`src/rwl_pkg.sv`:
```
// ----------------------------------------------------------------------------
// rwl_pkg
// Shared types and codes for the reader-writer lock arbiter.
// ----------------------------------------------------------------------------
package rwl_pkg;

  localparam int TASK_W = 8;
  localparam int KIND_W = 3;

  // result kinds
  localparam logic [KIND_W-1:0] KIND_GRANTED   = 3'd0;
  localparam logic [KIND_W-1:0] KIND_DENIED    = 3'd1;
  localparam logic [KIND_W-1:0] KIND_QUEUED    = 3'd2;
  localparam logic [KIND_W-1:0] KIND_RELEASED  = 3'd3;
  localparam logic [KIND_W-1:0] KIND_REL_ERROR = 3'd4;
  localparam logic [KIND_W-1:0] KIND_WOKEN     = 3'd5;
  localparam logic [KIND_W-1:0] KIND_FULL      = 3'd6;

  // command codes passed from front to back
  localparam logic [1:0] CMD_ACQ_READ  = 2'd0;
  localparam logic [1:0] CMD_ACQ_WRITE = 2'd1;
  localparam logic [1:0] CMD_RELEASE   = 2'd2;

  typedef struct packed {
    logic [1:0]        op;
    logic [TASK_W-1:0] task_id;
    logic              no_wait;
  } cmd_t;

endpackage

```
`src/reader_writer_lock_fifo_waiters.sv`:
```
// ----------------------------------------------------------------------------
// reader_writer_lock_fifo_waiters
// Reader-writer lock arbiter with a FIFO of waiting tasks.
// ----------------------------------------------------------------------------
// Request channel: a beat is taken at a rising edge with start high and busy
// low. busy rises only while the two-entry command queue is full.
// Result channel: each result beat sits on kind/task_id_res/last for one
// cycle with done high; the receiver cannot stall, so beats are never held.
// last marks the final beat caused by one request.
// Result path: an acquire or a release of an unheld lock is written into the
// command queue and strobes its beat once the idle back end takes it; a
// release of a held lock is taken into S_CHK, which strobes its released beat.
// Sequencing, set by the back-end sequencer: an acquire or a release of an
// unheld lock is done in S_IDLE; a release of a held lock then passes S_CHK,
// which stays for each further woken reader, and S_FIN when a writer wakes.
// The front keeps taking beats meanwhile until the command queue fills.
// The head waiter entry is read from the waiter memory into a register ahead
// of each wake decision.
// Reset (rst, synchronous): lock free, waiter queue and command queue empty,
// no result pending. The waiter memory is not cleared.
// ----------------------------------------------------------------------------
module reader_writer_lock_fifo_waiters #(
  parameter int QUEUE_DEPTH  = 16,
  parameter int TASK_ID_BITS = 8,
  parameter int READER_LIMIT = 255
) (
  input  logic                       clk,
  input  logic                       rst,
  input  logic                       start,
  output logic                       busy,
  input  logic                       operation,
  input  logic [rwl_pkg::TASK_W-1:0] task_id,
  input  logic                       want_write,
  input  logic                       no_wait,
  output logic                       done,
  output logic [rwl_pkg::KIND_W-1:0] kind,
  output logic [rwl_pkg::TASK_W-1:0] task_id_res,
  output logic                       last
);

  logic          full;
  logic          push;
  logic          not_empty;
  logic          cmd_pop;
  rwl_pkg::cmd_t front_cmd;
  rwl_pkg::cmd_t head_cmd;

  rwl_front #(
    .TASK_ID_BITS (TASK_ID_BITS)
  ) u_front (
    .start      (start),
    .full       (full),
    .operation  (operation),
    .task_id    (task_id),
    .want_write (want_write),
    .no_wait    (no_wait),
    .busy       (busy),
    .push       (push),
    .cmd        (front_cmd)
  );

  rwl_cmd_fifo u_fifo (
    .clk       (clk),
    .rst       (rst),
    .push      (push),
    .push_cmd  (front_cmd),
    .pop       (cmd_pop),
    .full      (full),
    .not_empty (not_empty),
    .head_cmd  (head_cmd)
  );

  rwl_back #(
    .QUEUE_DEPTH  (QUEUE_DEPTH),
    .TASK_ID_BITS (TASK_ID_BITS),
    .READER_LIMIT (READER_LIMIT)
  ) u_back (
    .clk         (clk),
    .rst         (rst),
    .cmd_valid   (not_empty),
    .cmd         (head_cmd),
    .cmd_pop     (cmd_pop),
    .done        (done),
    .kind        (kind),
    .task_id_res (task_id_res),
    .last        (last)
  );

endmodule

```
`src/rwl_front.sv`:
```
// ----------------------------------------------------------------------------
// rwl_front
// Accepts request beats, classifies them into lock commands and masks the
// task id to its significant bits.
// ----------------------------------------------------------------------------
module rwl_front #(
  parameter int TASK_ID_BITS = 8
) (
  input  logic                      start,
  input  logic                      full,
  input  logic                      operation,
  input  logic [rwl_pkg::TASK_W-1:0] task_id,
  input  logic                      want_write,
  input  logic                      no_wait,
  output logic                      busy,
  output logic                      push,
  output rwl_pkg::cmd_t             cmd
);

  localparam logic [rwl_pkg::TASK_W-1:0] TASK_MASK =
    (TASK_ID_BITS >= rwl_pkg::TASK_W) ? {rwl_pkg::TASK_W{1'b1}} :
    rwl_pkg::TASK_W'((1 << TASK_ID_BITS) - 1);

  assign busy = full;
  assign push = start && !full;

  always_comb begin
    if (operation) begin
      cmd.op = rwl_pkg::CMD_RELEASE;
    end else if (want_write) begin
      cmd.op = rwl_pkg::CMD_ACQ_WRITE;
    end else begin
      cmd.op = rwl_pkg::CMD_ACQ_READ;
    end
    cmd.task_id = task_id & TASK_MASK;
    cmd.no_wait = no_wait;
  end

endmodule

```
`src/rwl_cmd_fifo.sv`:
```
// ----------------------------------------------------------------------------
// rwl_cmd_fifo
// Two-entry command queue that decouples the front from the back.
// ----------------------------------------------------------------------------
module rwl_cmd_fifo (
  input  logic          clk,
  input  logic          rst,
  input  logic          push,
  input  rwl_pkg::cmd_t push_cmd,
  input  logic          pop,
  output logic          full,
  output logic          not_empty,
  output rwl_pkg::cmd_t head_cmd
);

  rwl_pkg::cmd_t slots [2];
  logic       wr_ptr;
  logic       rd_ptr;
  logic [1:0] count;

  assign full      = (count == 2'd2);
  assign not_empty = (count != 2'd0);
  assign head_cmd  = slots[rd_ptr];

  always_ff @(posedge clk) begin
    if (rst) begin
      wr_ptr <= 1'b0;
      rd_ptr <= 1'b0;
      count  <= 2'd0;
    end else begin
      if (push) begin
        wr_ptr <= ~wr_ptr;
      end
      if (pop) begin
        rd_ptr <= ~rd_ptr;
      end
      if (push && !pop) begin
        count <= count + 2'd1;
      end else if (pop && !push) begin
        count <= count - 2'd1;
      end
    end
  end

  always_ff @(posedge clk) begin
    if (push) begin
      slots[wr_ptr] <= push_cmd;
    end
  end

endmodule

```
`src/rwl_back.sv`:
```
// ----------------------------------------------------------------------------
// rwl_back
// Carries out lock commands: holds the lock state and the waiter queue,
// and issues at most one result beat per cycle, waking waiters after a release.
// ----------------------------------------------------------------------------
module rwl_back #(
  parameter int QUEUE_DEPTH  = 16,
  parameter int TASK_ID_BITS = 8,
  parameter int READER_LIMIT = 255
) (
  input  logic                        clk,
  input  logic                        rst,
  input  logic                        cmd_valid,
  input  rwl_pkg::cmd_t               cmd,
  output logic                        cmd_pop,
  output logic                        done,
  output logic [rwl_pkg::KIND_W-1:0]  kind,
  output logic [rwl_pkg::TASK_W-1:0]  task_id_res,
  output logic                        last
);

  localparam int TW  = (TASK_ID_BITS < rwl_pkg::TASK_W) ? TASK_ID_BITS : rwl_pkg::TASK_W;
  localparam int PW  = $clog2(QUEUE_DEPTH);
  localparam int CW  = $clog2(QUEUE_DEPTH + 1);
  localparam int RCW = $clog2(READER_LIMIT + 1);
  localparam logic [RCW-1:0] RD_LIMIT = RCW'(READER_LIMIT);
  localparam logic [CW-1:0]  Q_FULL   = CW'(QUEUE_DEPTH);
  localparam logic [PW-1:0]  PTR_MAX  = PW'(QUEUE_DEPTH - 1);

  localparam logic [1:0] S_IDLE = 2'd0;
  localparam logic [1:0] S_CHK  = 2'd1;
  localparam logic [1:0] S_FIN  = 2'd2;

  logic [1:0]     state;
  logic           writer_held;
  logic [RCW-1:0] reader_count;
  logic [PW-1:0]  queue_head;
  logic [PW-1:0]  queue_head_next;
  logic [PW-1:0]  queue_tail;
  logic [CW-1:0]  queue_count;

  // waiter store: {is_write, task}
  logic [TW:0]    wait_mem [QUEUE_DEPTH];
  logic [TW:0]    head_entry;
  logic           mem_we;

  logic [rwl_pkg::KIND_W-1:0] pend_kind;
  logic [rwl_pkg::TASK_W-1:0] pend_task;

  logic is_acq;
  logic acq_wr;
  logic blocked;
  logic head_wr;
  logic wake_ok;

  function automatic logic [PW-1:0] ptr_inc(input logic [PW-1:0] p);
    ptr_inc = (p == PTR_MAX) ? '0 : p + 1'b1;
  endfunction

  assign cmd_pop = (state == S_IDLE) && cmd_valid;
  assign is_acq  = cmd.op inside {rwl_pkg::CMD_ACQ_READ, rwl_pkg::CMD_ACQ_WRITE};
  assign acq_wr  = (cmd.op == rwl_pkg::CMD_ACQ_WRITE);
  assign blocked = writer_held || (acq_wr && reader_count != '0) ||
                   (!acq_wr && !(reader_count < RD_LIMIT));
  assign mem_we  = cmd_pop && is_acq && blocked && !cmd.no_wait && (queue_count != Q_FULL);

  assign head_wr = head_entry[TW];
  assign wake_ok = (queue_count != '0) && !writer_held &&
                   (head_wr ? (reader_count == '0) : (reader_count < RD_LIMIT));

  always_comb begin
    if (state == S_CHK && wake_ok) begin
      queue_head_next = ptr_inc(queue_head);
    end else begin
      queue_head_next = queue_head;
    end
  end

  // head entry is registered ahead of the wake check
  always_ff @(posedge clk) begin
    if (mem_we) begin
      wait_mem[queue_tail] <= {acq_wr, cmd.task_id[TW-1:0]};
    end
    head_entry <= wait_mem[queue_head_next];
  end

  always_ff @(posedge clk) begin
    if (rst) begin
      state        <= S_IDLE;
      writer_held  <= 1'b0;
      reader_count <= '0;
      queue_head   <= '0;
      queue_tail   <= '0;
      queue_count  <= '0;
      done         <= 1'b0;
    end else begin
      done       <= 1'b0;
      queue_head <= queue_head_next;
      case (state)
        S_IDLE: begin
          if (cmd_pop) begin
            task_id_res <= cmd.task_id;
            if (is_acq) begin
              done <= 1'b1;
              last <= 1'b1;
              if (!blocked) begin
                kind <= rwl_pkg::KIND_GRANTED;
                if (acq_wr) begin
                  writer_held <= 1'b1;
                end else begin
                  reader_count <= reader_count + 1'b1;
                end
              end else if (cmd.no_wait) begin
                kind <= rwl_pkg::KIND_DENIED;
              end else if (queue_count == Q_FULL) begin
                kind <= rwl_pkg::KIND_FULL;
              end else begin
                kind        <= rwl_pkg::KIND_QUEUED;
                queue_tail  <= ptr_inc(queue_tail);
                queue_count <= queue_count + 1'b1;
              end
            end else if (!writer_held && reader_count == '0) begin
              done <= 1'b1;
              last <= 1'b1;
              kind <= rwl_pkg::KIND_REL_ERROR;
            end else begin
              if (writer_held) begin
                writer_held <= 1'b0;
              end else begin
                reader_count <= reader_count - 1'b1;
              end
              pend_kind <= rwl_pkg::KIND_RELEASED;
              pend_task <= cmd.task_id;
              state     <= S_CHK;
            end
          end
        end
        S_CHK: begin
          // emit the held beat; last unless another waiter wakes behind it
          done        <= 1'b1;
          kind        <= pend_kind;
          task_id_res <= pend_task;
          last        <= !wake_ok;
          if (wake_ok) begin
            pend_kind   <= rwl_pkg::KIND_WOKEN;
            pend_task   <= rwl_pkg::TASK_W'(head_entry[TW-1:0]);
            queue_count <= queue_count - 1'b1;
            if (head_wr) begin
              writer_held <= 1'b1;
              state       <= S_FIN;
            end else begin
              reader_count <= reader_count + 1'b1;
            end
          end else begin
            state <= S_IDLE;
          end
        end
        S_FIN: begin
          done        <= 1'b1;
          kind        <= pend_kind;
          task_id_res <= pend_task;
          last        <= 1'b1;
          state       <= S_IDLE;
        end
        default: begin
          state <= S_IDLE;
        end
      endcase
    end
  end

endmodule

```
`config.mk`:
```
export PLATFORM = sky130hd
export DESIGN_NAME = reader_writer_lock_fifo_waiters
export DESIGN_NICKNAME = d
export VERILOG_FILES = /design/src/rwl_pkg.sv /design/src/reader_writer_lock_fifo_waiters.sv /design/src/rwl_front.sv /design/src/rwl_cmd_fifo.sv /design/src/rwl_back.sv
export SDC_FILE = /design/constraint.sdc
export NUM_CORES = 1
export LEC_CHECK = 0
export BUFFER_PORTS_ARGS = -buffer_cell sky130_fd_sc_hd__buf_2
export CAP_MARGIN = 5
export CORE_ASPECT_RATIO = 1.1
export CORE_MARGIN = 1
export CORE_UTILIZATION = 35
export DETAILED_ROUTE_END_ITERATION = 12
export PLACE_DENSITY = 0.49
export SYNTH_ARGS = -nofsm -noshare
export SYNTH_HDL_FRONTEND = slang
export SYNTH_SLANG_ARGS = --single-unit
```
`constraint.sdc`:
```
create_clock -name clk -period 4.3 [get_ports clk]
set_input_delay 0.645 -clock clk [delete_from_list [all_inputs] [get_ports clk]]
set_output_delay 0.645 -clock clk [all_outputs]
set_load 0.1 [all_outputs]
```
Word level (Yosys, flattened, before mapping)
Memory sizes are Yosys's and may differ from the RTL's. A register that Yosys moved wholly into a read port is not among the register bits.
Index checks and enable logic that the tools add are counted.
- flip-flop bits (word level): 52
- bits in writable memories: 166
- memories: 2
- memory list (name ; words ; width ; read ports ; clocked after Yosys merged registers in ; wr ports ; RTL line ; source):
    u_back.wait_mem ; 16 ; 9 ; 1 ; 1 ; 1 ; rwl_back.sv:43 ; logic [TW:0] wait_mem [QUEUE_DEPTH];
    u_fifo.slots ; 2 ; 11 ; 1 ; 1 ; 1 ; rwl_cmd_fifo.sv:16 ; rwl_pkg::cmd_t slots [2];
- $add $sub $neg: 8
- order comparisons: 1
- equality and inequality tests: 25
- mux-type cells: 71
- bitwise logic cells: 5
- reductions and logical operators: 45
- operator list (operator ; count):
    8-bit two-way mux ; 13
    8-bit case mux with 2 select lines ; 3
    3-bit two-way mux ; 10
    5-bit two-way mux ; 6
    1-bit two-way mux ; 21
    2-bit two-way mux ; 8
    1-bit logical AND ; 14
    7-bit AND reduction ; 2
    4-bit two-way mux ; 3
    3-bit != test (second input constant) ; 4
    3-bit case mux with 2 select lines ; 2
    4-bit AND reduction ; 3
    6-bit AND reduction ; 2
    2-bit by 1-bit != test with 1-bit output (second input constant) ; 5
    2-bit != test (second input constant) ; 5
    5-bit case mux with 2 select lines ; 1
    2-bit nonzero test ; 5
    3-bit by 2-bit != test with 1-bit output (second input constant) ; 3
    4-bit by 1-bit adder with 4-bit output (second input constant) ; 2
    8-bit by 1-bit adder with 8-bit output (second input constant) ; 1
    4-bit equality test (second input constant) ; 2
    1-bit zero test ; 8
    8-bit zero test ; 1
    8-bit < comparator (second input constant) ; 1
    other kinds (21) ; 30

Longest topological paths before layout
Gate-level depths: netlist of the first run.
- depth in word-level cells: 9
- depth in mapped cells: 14

By module
A second synthesis of the first run with hierarchy kept.
- cell total of the unflattened synthesis: 795
- area, all modules: 10672.7 um^2
- modules (own cells, without submodules) (module ; instances ; cells an instance ; area an instance (um^2)):
    rwl_back ; 1 ; 726 ; 9562.9
    rwl_cmd_fifo ; 1 ; 56 ; 999.7
    rwl_front ; 1 ; 13 ; 110.1

Worst setup path before layout of the first run
No wires, ideal clock.
- path type: reg2reg
- start: register u_back.reader_count[0]
- end: register u_back.pend_kind[1] (netlist bit) (enable)
- data arrival time: 2785 ps
- required time: 3908 ps
- setup slack: 1123 ps
- cell stages (with the launch flop): 11
- path buffers: 3
- clock period less this slack: 3177 ps
- cells stage by stage: dfxtp_1 > inv_1 > ha_1 > or3b_1 > buf_2 > o31a_4 > nor3_2 > buf_6 > buf_4 > o21ai_1 > nor3b_1
- word-level cells in the longest chain between the ends: 5
- elaborated cells between the ends (all ways): 8
- RTL lines (element ; RTL line ; source):
    from (decl) ; rwl_back.sv:36 ; logic [RCW-1:0] reader_count;
    from (signal assigned) ; rwl_back.sv:111 ; reader_count <= reader_count + 1'b1;
    from (signal assigned) ; rwl_back.sv:130 ; reader_count <= reader_count - 1'b1;
    from (signal assigned) ; rwl_back.sv:152 ; reader_count <= reader_count + 1'b1;
    8-bit < comparator or 8-bit zero test (tied branches) ; rwl_back.sv:69, rwl_back.sv:122 ;
    1-bit two-way mux ; rwl_back.sv:69 ; (head_wr ? (reader_count == '0) : (reader_count < RD_LIMIT));
    1-bit logical AND ; rwl_back.sv:68 ; assign wake_ok = (queue_count != '0) && !writer_held &&
    2-bit by 1-bit != test with 1-bit output (no source line) ; n/a ;
    6-bit AND reduction (no source line) (*) ; n/a ;
    to (signal assigned) ; rwl_back.sv:132 ; pend_kind <= rwl_pkg::KIND_RELEASED;
    to (signal assigned) ; rwl_back.sv:145 ; pend_kind <= rwl_pkg::KIND_WOKEN;
    to (decl) ; rwl_back.sv:47 ; logic [rwl_pkg::KIND_W-1:0] pend_kind;
Mark *: on every way between the ends. The rest lies on a longest branch, timed or not.
A chain may end at the register's enable or synchronous reset.

Worst setup path after layout of the first run
- start: register u_back.state[0]
- end: register u_back.head_entry[2], read port of u_back.wait_mem
- word-level cells in the longest chain between the ends: 3
- RTL lines (element ; RTL line ; source):
    from (decl) ; rwl_back.sv:34 ; logic [1:0] state;
    from (signal assigned) ; rwl_back.sv:89 ; state <= S_IDLE;
    from (signal assigned) ; rwl_back.sv:134 ; state <= S_CHK;
    from (signal assigned) ; rwl_back.sv:150 ; state <= S_FIN;
    2-bit by 1-bit equality test with 1-bit output ; rwl_back.sv:72 ; if (state == S_CHK && wake_ok) begin
    1-bit logical AND ; rwl_back.sv:72 ;
    4-bit two-way mux ; rwl_back.sv:72 ;
    to (decl) ; rwl_back.sv:44 ; logic [TW:0] head_entry;
Every way passes these cells.

==> impl_metrics.py, run 1 <==
metrics = {
    "critical_path": {
        "worstPathArrival_ns": 4.09,
        "critPathKind": "flip-flop to flip-flop",
        "cpLargestDelayFamily": "simple AND/OR/NAND/NOR gates",
        "path_max_fanout": 17,
        "slowest_stage": "and4_2",
        "endpoint_kind": "flip-flop",
        "slowest_delay_ns": 0.72,
        "crit_path_start_kind": "flip-flop",
        "r2r_cells": 9,
        "path_buf_inv": 1,
        "crit_cells": 9,
        "critPathRequiredTime_ns": 4.69,
        "path_cells": "ha_1 > nor2b_1 > a21boi_0 > and4_2 > buf_4 > nor3b_1 > or4_1 > o2111ai_1 > a2bb2oi_1",
    },
    "sta": {
        "slew_violations": 0,
        "finalCritPeriodShare_pct": 86.0,
        "tns_ns": 0,
        "holdWs_ns": 0.318,
        "fmax_ghz": 0.270,
        "worst_slack_ns": 0.602,
        "finalHoldViolCount": 0,
        "slew_headroom_pct": 26.3,
        "worstMarginPinSlew_ns": 1.10,
        "rsz0062_at_grt": "false",
        "period_minus_slack_ns": 3.70,
        "report.final.setup_viol": 0,
        "fin_skew_ns": 0.0122,
    },
    "finish": {
        "drive_gt1_share_pct": 14.9,
        "syn_to_final_growth_pct": 12.8,
        "layout_commonest_cell": "edfxtp_1",
        "nets": 971,
        "diodes": 0,
        "finish.utilization_pct": 40.6,
        "layout_common_cells": "188 x edfxtp_1, 153 x nand2_1, 73 x nor3b_1",
    },
    "die": {
        "die_w_um": 172,
        "start_util_pct": 36.0,
        "io_pins": 28,
        "dieArea_mm2": 0.0323,
        "core_mm2": 0.0308,
        "dieHeight_um": 189,
        "rows": 67,
    },
    "placement": {
        "post-place-ws_ns": 0.558,
        "io_buffers": 27,
        "place.gp.congestion": 0.745,
        "dpl.hpwl_um": 17100,
    },
    "pwr": {
        "leakage_nw": 4.16,
        "ir_worst_vdd_mv": 0.495,
        "p_per_area_mw_per_mm2": 567,
    },
    "routing": {
        "ant_nets": 0,
        "wirelength_um": 27200,
        "drt-initial-drc-count": 416,
        "viasPerCell": 5.27,
        "drc": 0,
        "vias": 7247,
        "wl_per_cell_um": 19.8,
        "drt_first_pass_iters": 5,
    },
    "grt": {
        "grt_use_total_pct": 17.2,
        "grt_max_degree": 184,
        "grt_pass1_vias": 7093,
        "overflow": 0,
        "antenna_found_initial": 0,
        "grt_pass1_wl_um": 42000,
    },
    "synthesis": {
        "synth_top_cells_by_area": "edfxtp_1 51%, dfxtp_1 7.1%, mux2i_1 6.4%, nand2_1 5.2%, nor3b_1 4.9%",
        "ys_ff_latch": 227,
        "syn_inst": 922,
        "synth_top_cell_by_area": "edfxtp_1",
        "ys.flop_type": "edfxtp_1",
        "synth_area_per_cell_um2": 12.0,
        "synth_top_area_share_pct": 51.0,
        "synth-async-reset-ratio_pct": 0,
        "synth_cell_type_count": 62,
        "yosysWarnings": 0,
        "synth_fp_nets": 951,
        "synth_edf_count": 188,
        "yosysSeqAreaShare_pct": 58.0,
        "syn_area_mm2": 0.0111,
    },
    "status": {
        "status": "finished, final reports clean",
    },
    "cts": {
        "path_clk_slew_ns": 0.06,
        "cts_buffers": 26,
        "postCtsSetupBuffers": 0,
        "cts_sinks": 227,
        "cts_hold_buffers": 0,
        "cts_max_level": 1,
        "insertion_delay_ns": 0.52,
        "cts_tree": "done",
        "clk_path_buf_depth": 3,
        "cts_root_buffer": "clkbuf_16",
        "cts_resized": 0,
    },
    "flow_run": {
        "max-cap-violations": 0,
    },
    "min_path": {
        "hp-class": "input port to flip-flop",
        "hold_depth": 1,
    },
}
registers in the layout, summed over array words and instances, names as in the netlist, 2 cells and up, named ones only:
signal               count
u_back.wait_mem        144
u_fifo.slots            22
u_back.head_entry        9
u_back.pend_task         8
u_back.reader_count      8
u_back.task_id_res       8
u_back.queue_count       5
u_back.queue_head        4
u_back.queue_tail        4
u_back.kind              3
u_back.pend_kind         2
u_back.state             2
u_fifo.count             2
metal layers:
layer	up-vias	track usage, %	part of all wire [%]
met2	123	29.3	49
met4	0	5.84	2.9
met3	44	2.12	3.3
li1	3499	-	-
met5	-	0	0
met1	3581	22.4	44
layout make-up:
cell class	count	area, um2
Fill cell	2947	18300
Sequential cell	227	6430
Multi-Input combinational cell	610	4230
Clock buffer	31	711
Tap cell	414	518
Timing Repair Buffer	59	400
Clock inverter	17	138
Inverter	18	70.1
synth_stat cells (all sizes together) (18+ instances only):
master   count
a21oi       29
a32oi       19
nor3b       73
inv         18
edfxtp     188
clkbuf      40
dfxtp       39
o2111ai     18
mux2i       72
or4         39
mux2        26
nand2      153
nor2        49
buf         27
where the power goes:
part / internal (mW) / switching, mW
sequential: 2.77 / 0.166
combinational: 0.653 / 1.34
clock: 1.29 / 0.871
logic make-up after synthesis:
| kind of cell | share of synthesized area, % |
|---|---|
| AO/OA/AOI/OAI | 8.16 |
| XOR/XNOR | 1.42 |
| adder cells (fa/ha/maj) | 1.76 |
| buffers and inverters | 3.85 |
| flip-flops | 58.0 |
| multiplexers | 9.27 |
| AND/OR/NAND/NOR | 17.5 |
worst register-to-register path: cells and delay by family, from the launching register on:
family	cells	cell delay, ns
simple gates	4	1.57
compound gates	3	0.89
fa+ha+maj	1	0.45
flops	1	0.39
buf+inv	1	0.27
final timing paths:
| check | startpoint | endpoint | slack, ns |
|---|---|---|---|
| setup / recovery | u_back.state[0]$_SDFFE_PP0P_ | u_back.head_entry[2]$_DFF_P_ | 0.60 |
| hold / removal | no_wait | u_fifo.slots[1][0]$_DFFE_PP_ | 0.32 |
| setup reg to reg | u_back.state[0]$_SDFFE_PP0P_ | u_back.head_entry[2]$_DFF_P_ | 0.60 |
| hold reg to reg | u_fifo.rd_ptr$_SDFFE_PP0N_ | flip-flop | 0.50 |
stage by stage:
stage | total power, mW | area [um2] | instances
5_1_grt | 7.45 | 12500 | 1376
4_1_cts | 7.18 | 12500 | 1376
2_1_floorplan | 4.50 | 11100 | 922
3_5_place_dp | 5.00 | 11600 | 1328
6_report | 7.09 | 12500 | 1376
3_3_place_gp | 5.00 | 11600 | 1328
Note: power is estimated with default switching activity, not from simulation.
==> run 2: changes to the inputs <==
Settings changed: SYNTH_HIERARCHICAL from default to 1.
==> run 2 against run 1 <==
Clock power fell by 7%. Critical path depth rose by 1. Cell count fell by 11%. Worst hold slack got worse by 0.0028 ns. Combinational power rose by 33%. Critical endpoint is now u_back/head_entry[3]$_DFF_P_. Largest cell class unchanged.
==> impl_metrics.py, run 2 <==
metrics = {
    "cts": {
        "cts_root_buffer": "clkbuf_16",
        "cts_sinks": 227,
        "path_clk_slew_ns": 0.06,
        "cts_buffers": 24,
        "cts_resized": 0,
        "clk_path_buf_depth": 3,
        "postCtsSetupBuffers": 0,
        "cts_hold_buffers": 0,
        "cts_max_level": 1,
        "insertion_delay_ns": 0.53,
        "cts_tree": "done",
    },
    "placement": {
        "place.gp.congestion": 0.764,
        "post-place-ws_ns": 0.732,
        "dpl.hpwl_um": 17100,
        "io_buffers": 27,
    },
    "finish": {
        "layout_common_cells": "188 x edfxtp_1, 42 x mux2i_1, 39 x dfxtp_1",
        "nets": 834,
        "syn_to_final_growth_pct": 11.1,
        "layout_commonest_cell": "edfxtp_1",
        "diodes": 0,
        "largest_reg_flops": 144,
        "reg_top3": "u_back/wait_mem (144), u_fifo/slots (22), u_back/head_entry (9)",
        "regMostFlops": "u_back/wait_mem",
        "drive_gt1_share_pct": 19.4,
    },
    "sta": {
        "finalHoldViolCount": 0,
        "report.final.setup_viol": 0,
        "worst_slack_ns": 0.638,
        "rsz0062_at_grt": "false",
        "period_minus_slack_ns": 3.66,
        "worstMarginPinSlew_ns": 1.21,
        "fmax_ghz": 0.273,
        "tns_ns": 0,
        "slew_headroom_pct": 19.1,
        "slew_violations": 0,
        "finalCritPeriodShare_pct": 85.2,
        "fin_skew_ns": 0.0243,
    },
    "synthesis": {
        "synth_top_cells_by_area": "edfxtp_1 53%, dfxtp_1 7.3%, mux2i_1 3.9%, mux2_2 3.9%, o32ai_1 3.0%",
        "syn_area_mm2": 0.0107,
        "netlist_top_cells_count": "188 x edfxtp_1, 42 x mux2i_1, 39 x dfxtp_1",
        "synth_area_per_cell_um2": 13.4,
        "yosysWarnings": 6,
        "synth-async-reset-ratio_pct": 0,
        "ys.flop_type": "edfxtp_1",
        "syn_inst": 795,
        "synth_fp_nets": 826,
        "yosysSeqAreaShare_pct": 60.2,
        "synth_adder_area_share_pct": 2.06,
        "yosys.area_share.simple_pct": 10.7,
        "synth_compound_area_share_pct": 14.0,
        "synth_top_area_share_pct": 52.9,
        "yosysMostFrequentCell": "edfxtp_1",
        "synth_edf_count": 188,
        "synth_cell_type_count": 71,
        "synth_top_family_by_area": "compound AO/OA/AOI/OAI gates",
        "ys_ff_latch": 227,
        "synth.area.mux_share_pct": 7.84,
        "synth_top_cell_by_area": "edfxtp_1",
        "synth_xor_area_share_pct": 1.07,
    },
    "die": {
        "io_pins": 28,
        "start_util_pct": 35.8,
        "rows": 66,
        "die_w_um": 168,
        "dieArea_mm2": 0.0312,
        "core_mm2": 0.0298,
        "dieHeight_um": 185,
    },
    "routing": {
        "drc": 0,
        "wl_per_cell_um": 21.3,
        "vias": 6698,
        "viasPerCell": 5.45,
        "drt_first_pass_iters": 5,
        "drt-initial-drc-count": 391,
        "wirelength_um": 26100,
        "ant_nets": 0,
    },
    "grt": {
        "grt_max_degree": 41,
        "grt_pass1_vias": 6847,
        "antenna_found_initial": 0,
        "grt_pass1_wl_um": 40000,
        "grt_use_total_pct": 16.9,
        "overflow": 0,
    },
    "critical_path": {
        "path_buf_inv": 2,
        "r2r-start": "u_back/queue_head[1]$_SDFF_PP0_",
        "critPathKind": "flip-flop to flip-flop",
        "path_cells": "ha_1 > a31oi_1 > a2111oi_4 > buf_4 > o21ai_2 > buf_4 > and3_1 > o32ai_1 > a221oi_2 > mux2_2",
        "endpoint_kind": "flip-flop",
        "slowest_delay_ns": 0.58,
        "worstSetupStartpoint": "u_back/queue_head[1]$_SDFF_PP0_",
        "cpLargestDelayFamily": "compound AO/OA/AOI/OAI gates",
        "crit_path_start_kind": "flip-flop",
        "cp_common_cell": "buf_4",
        "worstPathArrival_ns": 4.08,
        "slowest_stage": "o32ai_1",
        "critPathRequiredTime_ns": 4.72,
        "path_max_fanout": 20,
    },
    "min_path": {
        "min-delay-start": "task_id[6]",
        "hp-class": "input port to flip-flop",
    },
    "flow_run": {
        "max-cap-violations": 0,
    },
    "pwr": {
        "ir_worst_vdd_mv": 0.453,
        "leakage_nw": 4.16,
        "p_per_area_mw_per_mm2": 641,
        "finalPower_mw": 7.60,
    },
    "status": {
        "status": "finished, final reports clean",
    },
}
==> run 2: kinds of logic (layout without fill, tap and decap cells) <==
| logic type | after synthesis | count (layout) |
|---|---|---|
| and+or+nand+nor | 195 | 195 |
| xor gates and xnor gates | 13 | 13 |
| buffers and inverters | 84 | 109 |
| AOI/OAI and AO/OA | 180 | 180 |
| muxes | 79 | 79 |
| adders and majority gates | 17 | 17 |
| DFF | 227 | 227 |
==> run 2: metrics by stage <==
stage	instance area [um2]	hold WS (ns)	util, %	cells
floorplan	10700	0.456	-	795
global placement	11100	0.472	37.2	1185
detailed placement	11100	0.481	37.2	1185
CTS	11900	0.298	39.8	1228
global route	11900	0.300	39.8	1228
finish	11900	0.316	39.8	1228
==> run 2: cell type report <==
class	instances	area [um2]
flip-flops and latches	227	6430
well taps	408	510
repair buffers	45	270
inverters	21	83.8
clock buffers	26	608
clock inverters	17	153
multi-input cells	484	3810
fillers	2786	17900
==> run 2: path summary, 6_finish.rpt <==
check             slack [ns]  cells past startpoint                                  end
setup reg to reg        0.64                     10         u_back/head_entry[3]$_DFF_P_
setup / recovery        0.64                     10         u_back/head_entry[3]$_DFF_P_
hold reg to reg         0.49                      2  u_back/reader_count[0]$_SDFFE_PP0P_
hold / removal          0.32                      1         u_fifo/slots[0][7]$_DFFE_PP_
==> run 2: where the power goes <==
| part | internal, mW | switching, mW | total (mW) | leakage, nW |
|---|---|---|---|---|
| Clock | 1.15 | 0.859 | 2.01 | 0.368 |
| Combinational | 0.810 | 1.83 | 2.64 | 1.77 |
| Sequential | 2.78 | 0.175 | 2.96 | 2.02 |
| Total | 4.74 | 2.86 | 7.60 | 4.16 |
==> run 2: worst reg2reg max path, delay by kind of cell (launching register included) <==
family          cells  cell delay [ns]
flops               1             0.48
buf+inv             2             0.62
simple gates        1             0.18
fa+ha+maj           1             0.40
compound gates      5             1.55
mux                 1             0.32
==> run 2: per-layer routing <==
metal	vias up	track usage (%)	part of all wire (%)
met5	-	0	0
met4	0	6.29	3.1
met3	52	1.90	3.3
met2	160	31.2	52
met1	3385	20.2	41
li1	3101	-	-
==> run 3: changes to the inputs <==
Settings changed: PLACE_DENSITY 0.49 to 0.54, REMOVE_ABC_BUFFERS from default to 1.
Clock period 4.3 ns to 3.4 ns, I/O delays scaled along.
==> run 3 against run 2 <==
Clock skew shrank 0.0094 ns. Utilization increased by 0.93 points. Critical endpoint is now u_back/head_entry[0]$_DFF_P_. Largest power group unchanged. Largest cell class unchanged. First-iteration DRC count rose by 20%. Sequential share of layout area decreased by 1.2 points. Combinational power rose by 29%. Worst setup slack worse by 0.50 ns. Global-route usage barely moved.
==> impl_metrics.py, run 3 (synthesis gave the netlist of run 2 again) <==
metrics = {
    "sta": {
        "fmax_ghz": 0.306,
        "finalCritPeriodShare_pct": 96.0,
        "slew_headroom_pct": 37.0,
        "finalHoldViolCount": 0,
        "fin_skew_ns": 0.0149,
        "period_minus_slack_ns": 3.27,
        "worstMarginPinSlew_ns": 0.937,
        "rsz0062_at_grt": "true",
        "worst_slack_ns": 0.135,
        "slew_violations": 0,
        "report.final.setup_viol": 0,
    },
    "critical_path": {
        "slowest_delay_ns": 0.57,
        "endpoint_kind": "flip-flop",
        "cpLargestDelayFamily": "simple AND/OR/NAND/NOR gates",
        "critPathKind": "flip-flop to flip-flop",
        "path_max_fanout": 18,
        "path_buf_inv": 2,
        "worstPathArrival_ns": 3.69,
        "critPathRequiredTime_ns": 3.83,
        "slowest_stage": "o32ai_1",
        "path_cells": "inv_1 > ha_1 > nor4b_4 > a21boi_4 > nor4_1 > nor3_4 > buf_4 > o32ai_1 > a221oi_1 > mux2_2",
        "crit_path_start_kind": "flip-flop",
    },
    "pwr": {
        "combPwrFrac_pct": 34.7,
        "ir_worst_vdd_mv": 0.595,
        "seq_power_share_pct": 38.1,
        "p_sw_mw": 3.65,
        "p_per_area_mw_per_mm2": 807,
        "p_clk_share_pct": 27.2,
        "leakage_nw": 4.33,
        "internal_power_mw": 6.15,
        "swShare_pct": 37.2,
    },
    "flow_run": {
        "max-cap-violations": 0,
    },
    "routing": {
        "ant_nets": 0,
        "drt_first_pass_iters": 5,
        "viasPerCell": 5.33,
        "vias": 6710,
        "wl_per_cell_um": 20.8,
        "wirelength_um": 26100,
        "drt-initial-drc-count": 468,
        "drc": 0,
    },
    "die": {
        "core_mm2": 0.0298,
        "dieArea_mm2": 0.0312,
        "io_pins": 28,
        "start_util_pct": 35.8,
        "rows": 66,
        "dieHeight_um": 185,
        "die_w_um": 168,
    },
    "min_path": {
        "hp-class": "input port to flip-flop",
    },
    "cts": {
        "cts_sinks": 227,
        "insertion_delay_ns": 0.54,
        "path_clk_slew_ns": 0.06,
        "cts_root_buffer": "clkbuf_16",
        "cts_max_level": 1,
        "cts_tree": "done",
        "clk_path_buf_depth": 3,
        "cts_hold_buffers": 0,
        "cts_buffers": 25,
    },
    "grt": {
        "use_met1_pct": 22.7,
        "met2_usage_pct": 28.5,
        "overflow": 0,
        "top_usage_layer": "met2",
        "grt_pass1_vias": 6457,
        "grt_max_degree": 41,
        "grtUsageMet3_pct": 2.52,
        "grt_use_total_pct": 16.9,
        "grt_pass1_wl_um": 39800,
        "antenna_found_initial": 0,
    },
    "placement": {
        "io_buffers": 27,
        "post-place-ws_ns": 0.199,
        "place.gp.congestion": 0.827,
        "dpl.hpwl_um": 16900,
    },
    "finish": {
        "finish.utilization_pct": 40.7,
        "layout_common_cells": "188 x edfxtp_1, 43 x buf_4, 42 x mux2i_1",
        "diodes": 0,
        "nets": 862,
        "layout_commonest_cell": "edfxtp_1",
        "largest_reg_flops": 144,
        "drive_gt1_share_pct": 22.0,
        "syn_to_final_growth_pct": 13.7,
        "regMostFlops": "u_back/wait_mem",
        "reg_top3": "u_back/wait_mem (144), u_fifo/slots (22), u_back/head_entry (9)",
    },
    "status": {
        "status": "finished, final reports clean",
    },
}
## run 3: through the flow
step | power [mW] | hold WS [ns] | setup TNS [ns] | std cells | cell area [um2]
detailed placement | 7.14 | 0.489 | 0 | 1211 | 11300
floorplan | 6.13 | 0.451 | -7.18 | 732 | 10300
global placement | 7.15 | 0.471 | 0 | 1211 | 11300
finish | 9.80 | 0.169 | 0 | 1258 | 12100
CTS | 9.84 | 0.149 | 0 | 1257 | 12100
global route | 10.3 | 0.153 | -0.0808 | 1258 | 12100
## run 3: final cells by class
cell class,count,area (um2)
Inverter,21,83.8
Sequential cell,227,6430
Multi-Input combinational cell,485,3830
Timing Repair Buffer,71,478
Clock buffer,33,676
Tap cell,408,510
Clock inverter,13,135
Fill cell,2750,17700
## run 3: power groups by stage
stage / Clock, mW / Sequential [mW] / Combinational (mW)
floorplan: 0 / 4.14 / 1.99
global placement: 0 / 3.78 / 3.37
detailed placement: 0 / 3.78 / 3.36
CTS: 2.73 / 3.73 / 3.37
global route: 2.84 / 3.76 / 3.68
finish: 2.67 / 3.73 / 3.40
## run 3: worst reg2reg max path: stages (launching register included)
cell	delay, ns
dfxtp_1	0.34
inv_1	0.13
ha_1	0.17
nor4b_4	0.48
a21boi_4	0.25
nor4_1	0.52
nor3_4	0.08
buf_4	0.22
o32ai_1	0.57
a221oi_1	0.10
mux2_2	0.30
## run 3: metal layers
layer | vias up | share of wire (%)
met4 | 0 | 1.7
met3 | 32 | 4.4
met5 | - | 0
li1 | 3171 | -
met2 | 140 | 49
met1 | 3367 | 45
## run 3: timing repair
action                                 in CTS  in global routing
resized for setup                           0                  1
setup endpoints to repair                   0                  1
endpoints found under the hold margin       0                  0
buffers inserted                            0                  0
## run 3: worst paths after layout
path,from,to,slack [ns],cells past startpoint
max,u_back/reader_count[0]$_SDFFE_PP0P_,u_back/head_entry[0]$_DFF_P_,0.13,10
min reg2reg,u_back/reader_count[0]$_SDFFE_PP0P_,u_back/reader_count[0]$_SDFFE_PP0P_,0.51,2
min,no_wait,u_fifo/slots[0][0]$_DFFE_PP_,0.17,1
max reg2reg,u_back/reader_count[0]$_SDFFE_PP0P_,u_back/head_entry[0]$_DFF_P_,0.13,10
